File: src/rtl/fda_pkg.sv
package fda_pkg;

   localparam int SLOT_COUNT_DEF   = 16;
   localparam int COLUMN_COUNT_DEF = 32;
   localparam int ROW_COUNT        = 8;

   localparam int FIRST_CHANCE  = 35;
   localparam int SECOND_CHANCE = 60;
   localparam int ROLL_W        = 7;

   // Number of distinct values of the spawn column field.
   localparam int SPAWN_COL_SPAN = 32;

   typedef enum logic [1:0] {
      KIND_TICK    = 2'd0,
      KIND_RESTART = 2'd1,
      KIND_ADD     = 2'd2,
      KIND_UNUSED  = 2'd3
   } kind_type;

   // Commands to the column image store.
   typedef struct packed {
      logic load;   // read a column for a following merge
      logic merge;  // write back the column read last, ORed with the mask
      logic take;   // read a column for output and mark it empty
   } img_ctl_type;

endpackage

File: src/rtl/falling_drop_animator_top.sv
// Restart clears all slots and an add word runs the first spawn only; neither gives results.
// A frame tick walks the slot memory one slot at a time: a free slot is skipped, a drop that
// leaves the display is read and dropped, and a drop that is drawn is read and drawn (slot read,
// image read-modify-write); then come both spawn steps, a read and a write per column, and idle.
// The output pass waits while the receiver stalls. Reset is synchronous, active high.
module falling_drop_animator_top import fda_pkg::*; #(
   parameter int SLOT_COUNT   = SLOT_COUNT_DEF,
   parameter int COLUMN_COUNT = COLUMN_COUNT_DEF
) (
   input  logic       clock,
   input  logic       reset,
   input  logic       req_valid,
   output logic       req_stall,
   input  logic [1:0] req_kind,
   input  logic [6:0] req_roll_first,
   input  logic [6:0] req_roll_second,
   input  logic [4:0] req_spawn_a_column,
   input  logic [2:0] req_spawn_a_rise,
   input  logic [2:0] req_spawn_a_length,
   input  logic [1:0] req_spawn_a_speed,
   input  logic [4:0] req_spawn_b_column,
   input  logic [2:0] req_spawn_b_rise,
   input  logic [2:0] req_spawn_b_length,
   input  logic [1:0] req_spawn_b_speed,
   output logic       rsp_valid,
   input  logic       rsp_stall,
   output logic [4:0] rsp_column_index,
   output logic [7:0] rsp_column_pixels,
   output logic       rsp_last_column
);

   localparam int COL_W  = (COLUMN_COUNT > 1) ? $clog2(COLUMN_COUNT) : 1;
   localparam int SLOT_W = $clog2(SLOT_COUNT);
   localparam int CNT_W  = $clog2(SLOT_COUNT + 1);

   // One drop slot as it is kept in the slot memory. A slot is live when its bit in
   // live_ff is set; the memory itself is never cleared.
   typedef struct packed {
      logic [COL_W-1:0] col;
      logic signed [3:0] top;
      logic [2:0]       len;
      logic [1:0]       speed;
      logic [1:0]       count;
   } slot_type;

   typedef enum logic [7:0] {
      S_IDLE     = 8'b0000_0001,
      S_SLOT_RD  = 8'b0000_0010,
      S_SLOT_UPD = 8'b0000_0100,
      S_DRAW     = 8'b0000_1000,
      S_SPAWN_A  = 8'b0001_0000,
      S_SPAWN_B  = 8'b0010_0000,
      S_EMIT_RD  = 8'b0100_0000,
      S_EMIT_WR  = 8'b1000_0000
   } state_type;

   state_type state_ff, state_in;

   // The request word is held here while the frame is worked on.
   logic             frame_ff, frame_in;
   logic [6:0]       roll_first_ff, roll_first_in;
   logic [6:0]       roll_second_ff, roll_second_in;
   logic [4:0]       a_col_ff, a_col_in;
   logic [2:0]       a_rise_ff, a_rise_in;
   logic [2:0]       a_len_ff, a_len_in;
   logic [1:0]       a_speed_ff, a_speed_in;
   logic [4:0]       b_col_ff, b_col_in;
   logic [2:0]       b_rise_ff, b_rise_in;
   logic [2:0]       b_len_ff, b_len_in;
   logic [1:0]       b_speed_ff, b_speed_in;

   logic [SLOT_COUNT-1:0] live_ff, live_in;
   logic [CNT_W-1:0]      live_count_ff, live_count_in;
   logic [SLOT_W-1:0]     slot_idx_ff, slot_idx_in;
   logic [COL_W-1:0]      emit_idx_ff, emit_idx_in;

   logic             rsp_valid_ff, rsp_valid_in;
   logic [4:0]       rsp_index_ff, rsp_index_in;
   logic [7:0]       rsp_pixels_ff, rsp_pixels_in;
   logic             rsp_last_ff, rsp_last_in;

   // Slot memory, one write and one registered read port.
   slot_type         slot_mem_ff [SLOT_COUNT];
   slot_type         slot_rd_ff;
   logic             slot_rd_en;
   logic             slot_wr_en;
   logic [SLOT_W-1:0] slot_wr_addr;
   slot_type         slot_wr_data;

   img_ctl_type          img_ctl;
   logic [COL_W-1:0]     img_addr;
   logic [ROW_COUNT-1:0] img_rd_data;

   logic                 accept;
   logic                 rsp_free;
   logic                 slot_last;
   logic                 emit_last;
   logic [SLOT_W-1:0]    free_idx;
   logic [COL_W-1:0]     col_mod [SPAWN_COL_SPAN];
   logic [COL_W+4:0]     emit_ext;

   // Slot update terms, all taken from the slot word read last.
   logic [2:0]           cnt_up;
   logic                 move;
   logic signed [5:0]    top_ext;
   logic signed [5:0]    top_next;
   logic signed [5:0]    bottom;
   logic                 gone;
   logic [ROW_COUNT-1:0] drop_mask;
   slot_type             slot_upd;

   logic                 spawn_a_go;
   logic                 spawn_b_go;
   slot_type             spawn_a_slot;
   slot_type             spawn_b_slot;

   assign accept    = req_valid && !req_stall;
   assign req_stall = (state_ff != S_IDLE);
   assign rsp_free  = !rsp_valid_ff || !rsp_stall;
   assign slot_last = (slot_idx_ff == SLOT_W'(SLOT_COUNT - 1));
   assign emit_last = (emit_idx_ff == COL_W'(COLUMN_COUNT - 1));
   assign emit_ext  = {5'b0, emit_idx_ff};

   // Reduction of a spawn column to the display width, worked out at elaboration.
   for (genvar g = 0; g < SPAWN_COL_SPAN; g++) begin : g_col_mod
      assign col_mod[g] = COL_W'(g % COLUMN_COUNT);
   end

   // Lowest free slot.
   always_comb begin
      free_idx = '0;
      for (int i = SLOT_COUNT - 1; i >= 0; i--) begin
         if (!live_ff[i]) begin
            free_idx = SLOT_W'(i);
         end
      end
   end

   // A drop moves one row once its counter reaches its speed, and it leaves the slot
   // table when its top row has passed the bottom of the display.
   always_comb begin
      cnt_up   = {1'b0, slot_rd_ff.count} + 3'd1;
      move     = (cnt_up >= {1'b0, slot_rd_ff.speed});
      top_ext  = {{2{slot_rd_ff.top[3]}}, slot_rd_ff.top};
      top_next = move ? (top_ext + 6'sd1) : top_ext;
      gone     = move && (top_next >= 6'sd8);
      bottom   = top_next + $signed({3'b000, slot_rd_ff.len});
      for (int r = 0; r < ROW_COUNT; r++) begin
         drop_mask[r] = (top_next <= $signed(6'(r))) && ($signed(6'(r)) < bottom);
      end
      slot_upd       = slot_rd_ff;
      slot_upd.top   = top_next[3:0];
      slot_upd.count = move ? 2'd0 : cnt_up[1:0];
   end

   // The first spawn is not rolled for an add word and rolled on a frame tick; both spawns
   // need a free slot and a nonzero length; the second needs under half the slots live, counted after the first.
   always_comb begin
      spawn_a_go = (!frame_ff || (roll_first_ff < ROLL_W'(FIRST_CHANCE)))
                   && (live_count_ff < CNT_W'(SLOT_COUNT)) && (a_len_ff != 3'd0);
      spawn_b_go = (live_count_ff < CNT_W'(SLOT_COUNT / 2))
                   && (roll_second_ff < ROLL_W'(SECOND_CHANCE)) && (b_len_ff != 3'd0);
      spawn_a_slot.col   = col_mod[a_col_ff];
      spawn_a_slot.top   = -$signed({1'b0, a_rise_ff});
      spawn_a_slot.len   = a_len_ff;
      spawn_a_slot.speed = a_speed_ff;
      spawn_a_slot.count = 2'd0;
      spawn_b_slot.col   = col_mod[b_col_ff];
      spawn_b_slot.top   = -$signed({1'b0, b_rise_ff});
      spawn_b_slot.len   = b_len_ff;
      spawn_b_slot.speed = b_speed_ff;
      spawn_b_slot.count = 2'd0;
   end

   always_comb begin
      state_in       = state_ff;
      frame_in       = frame_ff;
      roll_first_in  = roll_first_ff;
      roll_second_in = roll_second_ff;
      a_col_in       = a_col_ff;
      a_rise_in      = a_rise_ff;
      a_len_in       = a_len_ff;
      a_speed_in     = a_speed_ff;
      b_col_in       = b_col_ff;
      b_rise_in      = b_rise_ff;
      b_len_in       = b_len_ff;
      b_speed_in     = b_speed_ff;
      live_in        = live_ff;
      live_count_in  = live_count_ff;
      slot_idx_in    = slot_idx_ff;
      emit_idx_in    = emit_idx_ff;
      slot_rd_en     = 1'b0;
      slot_wr_en     = 1'b0;
      slot_wr_addr   = slot_idx_ff;
      slot_wr_data   = slot_upd;
      img_ctl        = '0;
      img_addr       = slot_rd_ff.col;
      rsp_valid_in   = rsp_valid_ff && rsp_stall;
      rsp_index_in   = rsp_index_ff;
      rsp_pixels_in  = rsp_pixels_ff;
      rsp_last_in    = rsp_last_ff;

      unique case (state_ff)
         S_IDLE: begin
            if (accept) begin
               roll_first_in  = req_roll_first;
               roll_second_in = req_roll_second;
               a_col_in       = req_spawn_a_column;
               a_rise_in      = req_spawn_a_rise;
               a_len_in       = req_spawn_a_length;
               a_speed_in     = req_spawn_a_speed;
               b_col_in       = req_spawn_b_column;
               b_rise_in      = req_spawn_b_rise;
               b_len_in       = req_spawn_b_length;
               b_speed_in     = req_spawn_b_speed;
               slot_idx_in    = '0;
               unique case (kind_type'(req_kind))
                  KIND_TICK: begin
                     frame_in = 1'b1;
                     state_in = S_SLOT_RD;
                  end
                  KIND_RESTART: begin
                     live_in       = '0;
                     live_count_in = '0;
                  end
                  KIND_ADD: begin
                     frame_in = 1'b0;
                     state_in = S_SPAWN_A;
                  end
                  KIND_UNUSED: begin
                  end
               endcase
            end
         end
         S_SLOT_RD: begin
            // Free slots are skipped without a memory read.
            if (live_ff[slot_idx_ff]) begin
               slot_rd_en = 1'b1;
               state_in   = S_SLOT_UPD;
            end else if (slot_last) begin
               state_in = S_SPAWN_A;
            end else begin
               slot_idx_in = slot_idx_ff + SLOT_W'(1);
            end
         end
         S_SLOT_UPD: begin
            if (gone) begin
               live_in[slot_idx_ff] = 1'b0;
               live_count_in        = live_count_ff - CNT_W'(1);
               if (slot_last) begin
                  state_in = S_SPAWN_A;
               end else begin
                  slot_idx_in = slot_idx_ff + SLOT_W'(1);
                  state_in    = S_SLOT_RD;
               end
            end else begin
               slot_wr_en   = 1'b1;
               img_ctl.load = 1'b1;
               state_in     = S_DRAW;
            end
         end
         S_DRAW: begin
            // The next load of any column comes no earlier than the following S_SLOT_UPD, after an
            // S_SLOT_RD, so it always sees this merge.
            img_ctl.merge = 1'b1;
            if (slot_last) begin
               state_in = S_SPAWN_A;
            end else begin
               slot_idx_in = slot_idx_ff + SLOT_W'(1);
               state_in    = S_SLOT_RD;
            end
         end
         S_SPAWN_A: begin
            if (spawn_a_go) begin
               slot_wr_en        = 1'b1;
               slot_wr_addr      = free_idx;
               slot_wr_data      = spawn_a_slot;
               live_in[free_idx] = 1'b1;
               live_count_in     = live_count_ff + CNT_W'(1);
            end
            state_in = frame_ff ? S_SPAWN_B : S_IDLE;
         end
         S_SPAWN_B: begin
            if (spawn_b_go) begin
               slot_wr_en        = 1'b1;
               slot_wr_addr      = free_idx;
               slot_wr_data      = spawn_b_slot;
               live_in[free_idx] = 1'b1;
               live_count_in     = live_count_ff + CNT_W'(1);
            end
            emit_idx_in = '0;
            state_in    = S_EMIT_RD;
         end
         S_EMIT_RD: begin
            // Reading a column for output also empties it for the next frame.
            img_ctl.take = 1'b1;
            img_addr     = emit_idx_ff;
            state_in     = S_EMIT_WR;
         end
         S_EMIT_WR: begin
            img_addr = emit_idx_ff;
            if (rsp_free) begin
               rsp_valid_in  = 1'b1;
               rsp_index_in  = emit_ext[4:0];
               rsp_pixels_in = img_rd_data;
               rsp_last_in   = emit_last;
               if (emit_last) begin
                  state_in = S_IDLE;
               end else begin
                  emit_idx_in = emit_idx_ff + COL_W'(1);
                  state_in    = S_EMIT_RD;
               end
            end
         end
         default: begin
            state_in = S_IDLE;
         end
      endcase
   end

   always_ff @(posedge clock) begin
      if (slot_rd_en) begin
         slot_rd_ff <= slot_mem_ff[slot_idx_ff];
      end
      if (slot_wr_en) begin
         slot_mem_ff[slot_wr_addr] <= slot_wr_data;
      end
   end

   always_ff @(posedge clock) begin
      frame_ff       <= frame_in;
      roll_first_ff  <= roll_first_in;
      roll_second_ff <= roll_second_in;
      a_col_ff       <= a_col_in;
      a_rise_ff      <= a_rise_in;
      a_len_ff       <= a_len_in;
      a_speed_ff     <= a_speed_in;
      b_col_ff       <= b_col_in;
      b_rise_ff      <= b_rise_in;
      b_len_ff       <= b_len_in;
      b_speed_ff     <= b_speed_in;
      slot_idx_ff    <= slot_idx_in;
      emit_idx_ff    <= emit_idx_in;
      rsp_index_ff   <= rsp_index_in;
      rsp_pixels_ff  <= rsp_pixels_in;
      rsp_last_ff    <= rsp_last_in;
      if (reset) begin
         state_ff      <= S_IDLE;
         live_ff       <= '0;
         live_count_ff <= '0;
         rsp_valid_ff  <= 1'b0;
      end else begin
         state_ff      <= state_in;
         live_ff       <= live_in;
         live_count_ff <= live_count_in;
         rsp_valid_ff  <= rsp_valid_in;
      end
   end

   fda_column_store #(
      .COLUMN_COUNT (COLUMN_COUNT)
   ) u_column_store (
      .clock   (clock),
      .reset   (reset),
      .ctl     (img_ctl),
      .addr    (img_addr),
      .mask    (drop_mask),
      .rd_data (img_rd_data)
   );

   assign rsp_valid         = rsp_valid_ff;
   assign rsp_column_index  = rsp_index_ff;
   assign rsp_column_pixels = rsp_pixels_ff;
   assign rsp_last_column   = rsp_last_ff;

`ifndef SYNTHESIS
   // The live count always matches the live slot bits.
   assert property (@(posedge clock) disable iff (reset)
      live_count_ff == CNT_W'($countones(live_ff)))
      else $error("live count differs from live slot bits");

   // A new output word is only loaded from the output pass.
   assert property (@(posedge clock) disable iff (reset)
      $rose(rsp_valid_ff) |-> $past(state_ff == S_EMIT_WR))
      else $error("output word loaded outside the output pass");

   // An image merge always follows the load of the same slot's column.
   assert property (@(posedge clock) disable iff (reset)
      (state_ff == S_DRAW) |-> $past(state_ff == S_SLOT_UPD))
      else $error("image merge without a preceding load");
`endif

endmodule

File: src/rtl/fda_column_store.sv
module fda_column_store import fda_pkg::*; #(
   parameter int COLUMN_COUNT = COLUMN_COUNT_DEF,
   localparam int COL_W = (COLUMN_COUNT > 1) ? $clog2(COLUMN_COUNT) : 1
) (
   input  logic                 clock,
   input  logic                 reset,
   input  img_ctl_type          ctl,
   input  logic [COL_W-1:0]     addr,
   input  logic [ROW_COUNT-1:0] mask,
   output logic [ROW_COUNT-1:0] rd_data
);

   logic [ROW_COUNT-1:0]    mem_ff [COLUMN_COUNT];
   logic [COLUMN_COUNT-1:0] vld_ff;
   logic [COLUMN_COUNT-1:0] vld_in;
   logic [ROW_COUNT-1:0]    rd_data_ff;

   // A column without its valid bit reads as empty, so the image needs no clearing pass.
   always_comb begin
      vld_in = vld_ff;
      if (ctl.merge) begin
         vld_in[addr] = 1'b1;
      end
      if (ctl.take) begin
         vld_in[addr] = 1'b0;
      end
   end

   always_ff @(posedge clock) begin
      if (ctl.load || ctl.take) begin
         rd_data_ff <= vld_ff[addr] ? mem_ff[addr] : '0;
      end
      if (ctl.merge) begin
         mem_ff[addr] <= rd_data_ff | mask;
      end
   end

   always_ff @(posedge clock) begin
      if (reset) begin
         vld_ff <= '0;
      end else begin
         vld_ff <= vld_in;
      end
   end

   assign rd_data = rd_data_ff;

endmodule
File: config.mk
export PLATFORM = sky130hd
export DESIGN_NAME = falling_drop_animator_top
export DESIGN_NICKNAME = d
export VERILOG_FILES = /design/src/rtl/fda_pkg.sv /design/src/rtl/falling_drop_animator_top.sv /design/src/rtl/fda_column_store.sv
export SDC_FILE = /design/constraint.sdc
export NUM_CORES = 1
export LEC_CHECK = 0
export BUFFER_PORTS_ARGS = -buffer_cell sky130_fd_sc_hd__buf_2
export CAP_MARGIN = 20
export CORE_MARGIN = 2
export CORE_UTILIZATION = 50
export DETAILED_ROUTE_END_ITERATION = 7
export PLACE_DENSITY = 0.63
export SLEW_MARGIN = 0
export SYNTH_ARGS = -nofsm -noshare
export SYNTH_HDL_FRONTEND = slang
export SYNTH_SLANG_ARGS = --single-unit
File: constraint.sdc
create_clock -name clock -period 8.6 [get_ports clock]
set_input_delay 1.72 -clock clock [delete_from_list [all_inputs] [get_ports clock]]
set_output_delay 1.72 -clock clock [all_outputs]
set_load 0.05 [all_outputs]
==> Word level (Yosys, flattened, before mapping) <==
Memories as Yosys holds them, arrays and structs flattened. A register that Yosys moved wholly into a read port is not among the register bits.
Cells that the tools add are included.
{ "word_totals": {"mem_bits_rw": 512, "reg_bits": 126, "inputBits": 46, "output_inout_bits": 16, "elab_cells": 224, "memories": 4, "romBits": 320} }
{ "mem_list": {"columns": ["memory", "words", "word_bits", "rd", "rd_clocked_by_memory_dff", "wr", "line", "text"], "rows": [
  ["slot_mem_ff", 16, 16, 1, 1, 1, "falling_drop_animator_top.sv:83", "slot_type slot_mem_ff [SLOT_COUNT];"],
  ["u_column_store.mem_ff", 32, 8, 1, 1, 1, "fda_column_store.sv:13", "logic [ROW_COUNT-1:0] mem_ff [COLUMN_COUNT];"],
  ["(name not given)", 32, 5, 1, 0, 0, "falling_drop_animator_top.sv:168", "spawn_b_slot.col = col_mod[b_col_ff];"],
  ["(name not given)", 32, 5, 1, 0, 0, "falling_drop_animator_top.sv:163", "spawn_a_slot.col = col_mod[a_col_ff];"]
]} }
{ "op_classes": {"bitwise": 9, "addsub": 9, "muxes": 87, "n_reduce_logical": 41, "magnitude_cmp": 30, "n_eq_ne": 23} }
{ "ops": {"columns": ["op", "n"], "rows": [
  ["2-to-1 mux 16 bit", 7],
  ["2-to-1 mux 4 bit", 22],
  ["2-to-1 mux 5 bit", 14],
  ["2-to-1 mux 32 bit", 2],
  ["one-hot mux 16 bit (4 select lines)", 1],
  ["one-hot mux 8 bit (8 select lines)", 1],
  ["bitwise AND 32 bit", 1],
  ["2-to-1 mux 8 bit", 4],
  ["NOT 32 bit", 1],
  ["bitwise OR 32 bit", 1],
  ["one-hot mux 16 bit (2 select lines)", 1],
  ["<= comparator 6 x 4 -> 1 bit (second input constant)", 4],
  ["less-than comparator 4 x 6 -> 1 bit (first input constant)", 4],
  ["one-hot mux 5 bit (4 select lines)", 1],
  ["2-to-1 mux 1 bit", 19],
  ["logical AND 1 bit", 18],
  ["bitwise AND 16 bit", 1],
  ["NOT 16 bit", 1],
  ["bitwise OR 16 bit", 1],
  ["one-hot mux 4 bit (4 select lines)", 1],
  ["one-hot mux 8 bit (2 select lines)", 1],
  ["less-than comparator 7 x 6 -> 1 bit (second input constant)", 2],
  ["inequality test 2 bit (second input constant)", 7],
  ["greater-or-equal comparator 6 bit (second input constant)", 2],
  ["other kinds (61)", 82]
]} }

==> Longest topological paths before layout <==
{ "depth": {"depth_word": 23, "mapped_depth": 12, "ltp_nobuf": 12} }

==> Modules after synthesis <==
Synthesis repeated with hierarchy kept, for this count alone.
{ "hier_totals": {"hier_cells": 1706, "area_unflattened_um2": 27591.5} }
{ "by_module_without_submodules": {"columns": ["mod", "cells_per_inst", "instances", "area_each_um2", "seq_area_each_um2"], "rows": [
  ["falling_drop_animator_top", 974, 1, 15718.8, 10630.2],
  ["fda_column_store", 732, 1, 11872.6, 8568.2]
]} }

==> Worst setup path after synthesis <==
No wires, ideal clock.
{ "synth_timing": {"path_type": "register to register", "startpoint": "register, netlist name slot_rd_ff[0]", "endpoint": "memory u_column_store.mem_ff[0][4], data pin", "period_less_slack_ns": 4.499, "setup_slack_ns": 4.101, "arrival_ns": 4.104, "stages_incl_launch_ff": 13, "setup_ns": 0.396, "n_path_buf": 0, "required_ns": 8.204, "path_cell_list": "edfxtp_1 inv_1 fa_1 o31ai_1 mux2i_1 inv_1 ha_1 a21o_1 and2_1 a21oi_1 or3_1 o21ai_0 a32oi_1"} }
{ "synth_between": {"elab_chain_len": 7, "word_cells_on_any_way": 8, "cone_classes": "2 x add/sub; 3 x order compare; 1 x mux; 1 x bitwise; 1 x reduce/logical"} }
{ "synth_rtl": {"columns": ["item", "line", "text"], "rows": [
  ["adder 2 x 1 -> 3 bit *", "falling_drop_animator_top.sv:142", "cnt_up = {1'b0, slot_rd_ff.count} + 3'd1;"],
  ["greater-or-equal comparator 3 x 2 -> 1 bit *", "falling_drop_animator_top.sv:143", "move = (cnt_up >= {1'b0, slot_rd_ff.speed});"],
  ["2-to-1 mux 6 bit *", "falling_drop_animator_top.sv:145", "top_next = move ? (top_ext + 6'sd1) : top_ext;"],
  ["adder 6 x 4 -> 6 bit", "falling_drop_animator_top.sv:147", "bottom = top_next + $signed({3'b000, slot_rd_ff.len});"],
  ["less-than comparator 4 x 6 -> 1 bit", "falling_drop_animator_top.sv:149", "drop_mask[r] = (top_next <= $signed(6'(r))) && ($signed(6'(r)) < bottom);"],
  ["logical AND 1 bit *", "falling_drop_animator_top.sv:149", null],
  ["bitwise OR 8 bit *", "fda_column_store.sv:34", "mem_ff[addr] <= rd_data_ff | mask;"],
  ["end: declaration", "fda_column_store.sv:13", null]
]} }
Mark *: on every way between the ends. The rest lies on a longest branch, timed or not.

==> Worst setup path after layout <==
{ "layout_timing": {"startpoint": "register state_ff[0]", "endpoint": "register u_column_store.rd_data_ff[3] (netlist: u_column_store.rd_data[3]) (read register of u_column_store.mem_ff), data pin"} }
{ "layout_between": {"elab_chain_len": 6, "word_cells_on_any_way": 11, "cone_classes": "3 x eq/ne; 5 x mux; 3 x reduce/logical"} }
{ "layout_rtl": {"columns": ["item", "line", "text"], "rows": [
  ["start: declaration", "falling_drop_animator_top.sv:57", "state_type state_ff, state_in;"],
  ["start signal: assignment", "falling_drop_animator_top.sv:353", "state_ff <= state_in;"],
  ["== test 8 bit / == test 8 x 7 -> 1 bit (equally long branches)", "falling_drop_animator_top.sv:203", "unique case (state_ff)"],
  ["OR reduction 2 bit (no source line)", null, null],
  ["2-to-1 mux 5 bit", "falling_drop_animator_top.sv:203", null],
  ["binary-select mux 1 bit (select 5 bit)", "fda_column_store.sv:31", "rd_data_ff <= vld_ff[addr] ? mem_ff[addr] : '0;"],
  ["2-to-1 mux 1 bit (not written as such)", "fda_column_store.sv:31", null],
  ["zero test 1 bit (no source line)", null, null],
  ["end: declaration", "fda_column_store.sv:16", "logic [ROW_COUNT-1:0] rd_data_ff;"]
]} }
Several ways; a longest one is shown, not always the timed one. The select of a mux whose other input is x is not followed.
A chain may end at the register's enable or synchronous reset.

==> run metrics <==
status finished clean; clk sinks 660; top cells by area, synth edfxtp_1 65%, mux4_2 6.9%, mux2i_1 5.0%; vias post-DR 16500; fin. max-slew vios 0; crit path capture u_column_store.rd_data[3]; maximum clock rate 0.205 GHz; Reg area 19200 um2; R2R Path End u_column_store.rd_data[3]; Clock Skews 0.0250 ns; Mapped Area 27600 um2; gr usage total 0.248; hold_ws 0.463 ns; routability cong. 0.901; hold buffer count at cts 0; Filler cells 4230; Async S/R FF share, synth 0; leak pwr 10.3 nW; Hold Vio Cnt, Final 0; first-pass GRT wire length 103 mm; largest net degree at the start of global routing 71; ANT cells 0; slew margin rel. 0.233; Area growth, synth to finish 13.0%; highest net fanout along the worst path 54; initial drt markers 1647; Worst-Margin Slew 1.14 ns; Worst EP arrival 5.19 ns; Fin Setup TNS 0 ns; site row count 86; DR WL/cell 26.9 um; pwr dens 229 nW/um2; Synth top area share 0.650; most frequent cells in the layout 598 x edfxtp_1, 139 x mux2i_1, 85 x mux4_2; Multi-input gate area 7950 um2; detailed placement HPWL 43.9 mm; R2R Path Start state_ff[0]; Die Wd 239 um; drt first pass iters 6; final setup fails 0; DRC 0; final std cells w/o fill 2600; ys flop type edfxtp_1; yosys warns 0; RSZ-0062 raised after global routing false; CTS buffer count 70; clock root cell clkbuf_16; fin nets 1911; commonest non-fill, non-tap cell in the layout edfxtp_1; vias in the first global route 16100; Tcrit/Tclk final 0.567; CTS tree built; clock latency on the worst-skew pair 0.62 ns; Crit. End Element register; placed instance area 29000 um2; total design power 7.14 mW; gr ovfl total 0; Final ANT Viol Nets 0; clock buffer depth 3; net count after synthesis 1793; maximum vdd drop 0.172 mV; critical path data required time 8.91 ns; Max Cap Viol 0; die height 239 um; post-synthesis cell type count 82; Top-Level Pins 62; clk slew on worst S/H paths 0.06 ns; dpl cells 2469; core area 54900 um2; WS Path Type register to register; vias per cell 6.34; Hold Crit Class register to register; worst r2r path cells 8; IO buf count 59; post-CTS sizing 0; die area 57100 um2; Max H-tree Level 3; Tmin final 4.88 ns; largest area contributor in the netlist edfxtp_1; sequential cell area fraction in the yosys report 0.695; Routed WL 69.9 mm; Post-CTS Setup Bufs 0; Post-synth EDFFs 598; layout cells sized above 1 0.187; Critical Path Start state_ff[0]; Starting Density 0.503; CP startpoint kind register; Mapped Cells 1727; Avg Cell Area, Syn 16.0 um2; R2R Setup Slk 3.72 ns; post-route cell area 31200 um2; Synth Register Bits 660; initial antenna violation count 0
==> synth_stat cells, types with 19 or more instances <==
cell,count
nor3_1,30
nand3_1,25
o21a_1,40
edfxtp_1,598
a31oi_1,22
dfxtp_1,62
nand2b_1,19
clkbuf_1,56
a21oi_1,81
nor2_1,95
mux2i_1,139
nand2_1,64
o22ai_1,70
inv_1,37
mux4_2,85
o21ai_0,30
nor4_1,22
==> power by group <==
part,internal (mW),switching [mW]
combinational,0.301,0.407
sequential,3.54,0.0370
clock,1.64,1.22
==> per-layer routing <==
metal,track usage,up-vias,routed length (um)
li1,-,7205,-
met1,0.349,8399,29400
met2,0.400,758,33300
met3,0.0396,126,5300
met4,0.0780,0,1870
met5,0,-,0
==> critical path, stage by stage (launching register included) <==
cell,delay [ns]
dfxtp_1,0.37
or4_1,0.93
o31ai_4,0.49
and2_4,0.88
buf_4,0.80
mux2i_1,0.38
o22ai_1,0.15
nor4_1,0.36
a21oi_1,0.16
==> state kept, by name, indices dropped and copies added, names as in the netlist, 2 cells and up, named ones only <==
name / flops
b_rise_ff: 3
a_speed_ff: 2
a_col_ff: 5
a_len_ff: 3
rsp_column_pixels: 8
roll_first_ff: 7
slot_mem_ff: 256
b_len_ff: 3
state_ff: 8
slot_idx_ff: 4
b_col_ff: 5
rsp_column_index: 5
a_rise_ff: 3
live_count_ff: 5
live_ff: 16
slot_rd_ff: 16
b_speed_ff: 2
u_column_store.mem_ff: 256
roll_second_ff: 5
emit_idx_ff: 5
u_column_store.vld_ff: 31
u_column_store.rd_data: 8
==> final cells by class <==
type,instances,share of cell area
sequential,660,0.615
clock buffer,97,0.0604
multi-input combinational,941,0.254
inverter,38,0.00457
clock inverter,26,0.00850
timing repair buffer,134,0.0289
tap,704,0.0282
==> how the worst min path moves through the flow <==
stage | from | endpoint | slack (ns) | cells after the start
6_report | u_column_store.vld_ff[9] | u_column_store.vld_ff[9] | 0.46 | 1
3_5_place_dp | u_column_store.vld_ff[9] | u_column_store.vld_ff[9] | 0.45 | 1
3_3_place_gp | u_column_store.vld_ff[18] | u_column_store.vld_ff[18] | 0.45 | 1
4_1_cts | u_column_store.vld_ff[9] | u_column_store.vld_ff[9] | 0.47 | 1
5_1_grt | u_column_store.vld_ff[17] | u_column_store.vld_ff[17] | 0.48 | 1
2_1_floorplan | u_column_store.rd_data[3] | rsp_column_pixels[3] | 0.42 | 0
==> logic make-up (layout without fill, tap and decap cells) <==
group	Yosys count	after routing	share of synthesized area
AO/OA/AOI/OAI	345	345	0.0855
adder cells (fa/ha/maj)	20	20	0.00987
flip-flops	660	660	0.695
buffers and inverters	126	295	0.0204
XOR/XNOR	14	14	0.00471
multiplexers	226	226	0.120
AND/OR/NAND/NOR	336	336	0.0640
==> per-stage QoR <==
step | util | setup slack [ns]
finish | 0.569 | 3.72
global route | 0.569 | 3.53
CTS | 0.567 | 3.72
detailed placement | 0.528 | 3.74
global placement | 0.526 | 3.78
floorplan | - | 4.10
No activity file was read; power rests on OpenSTA's default activity.
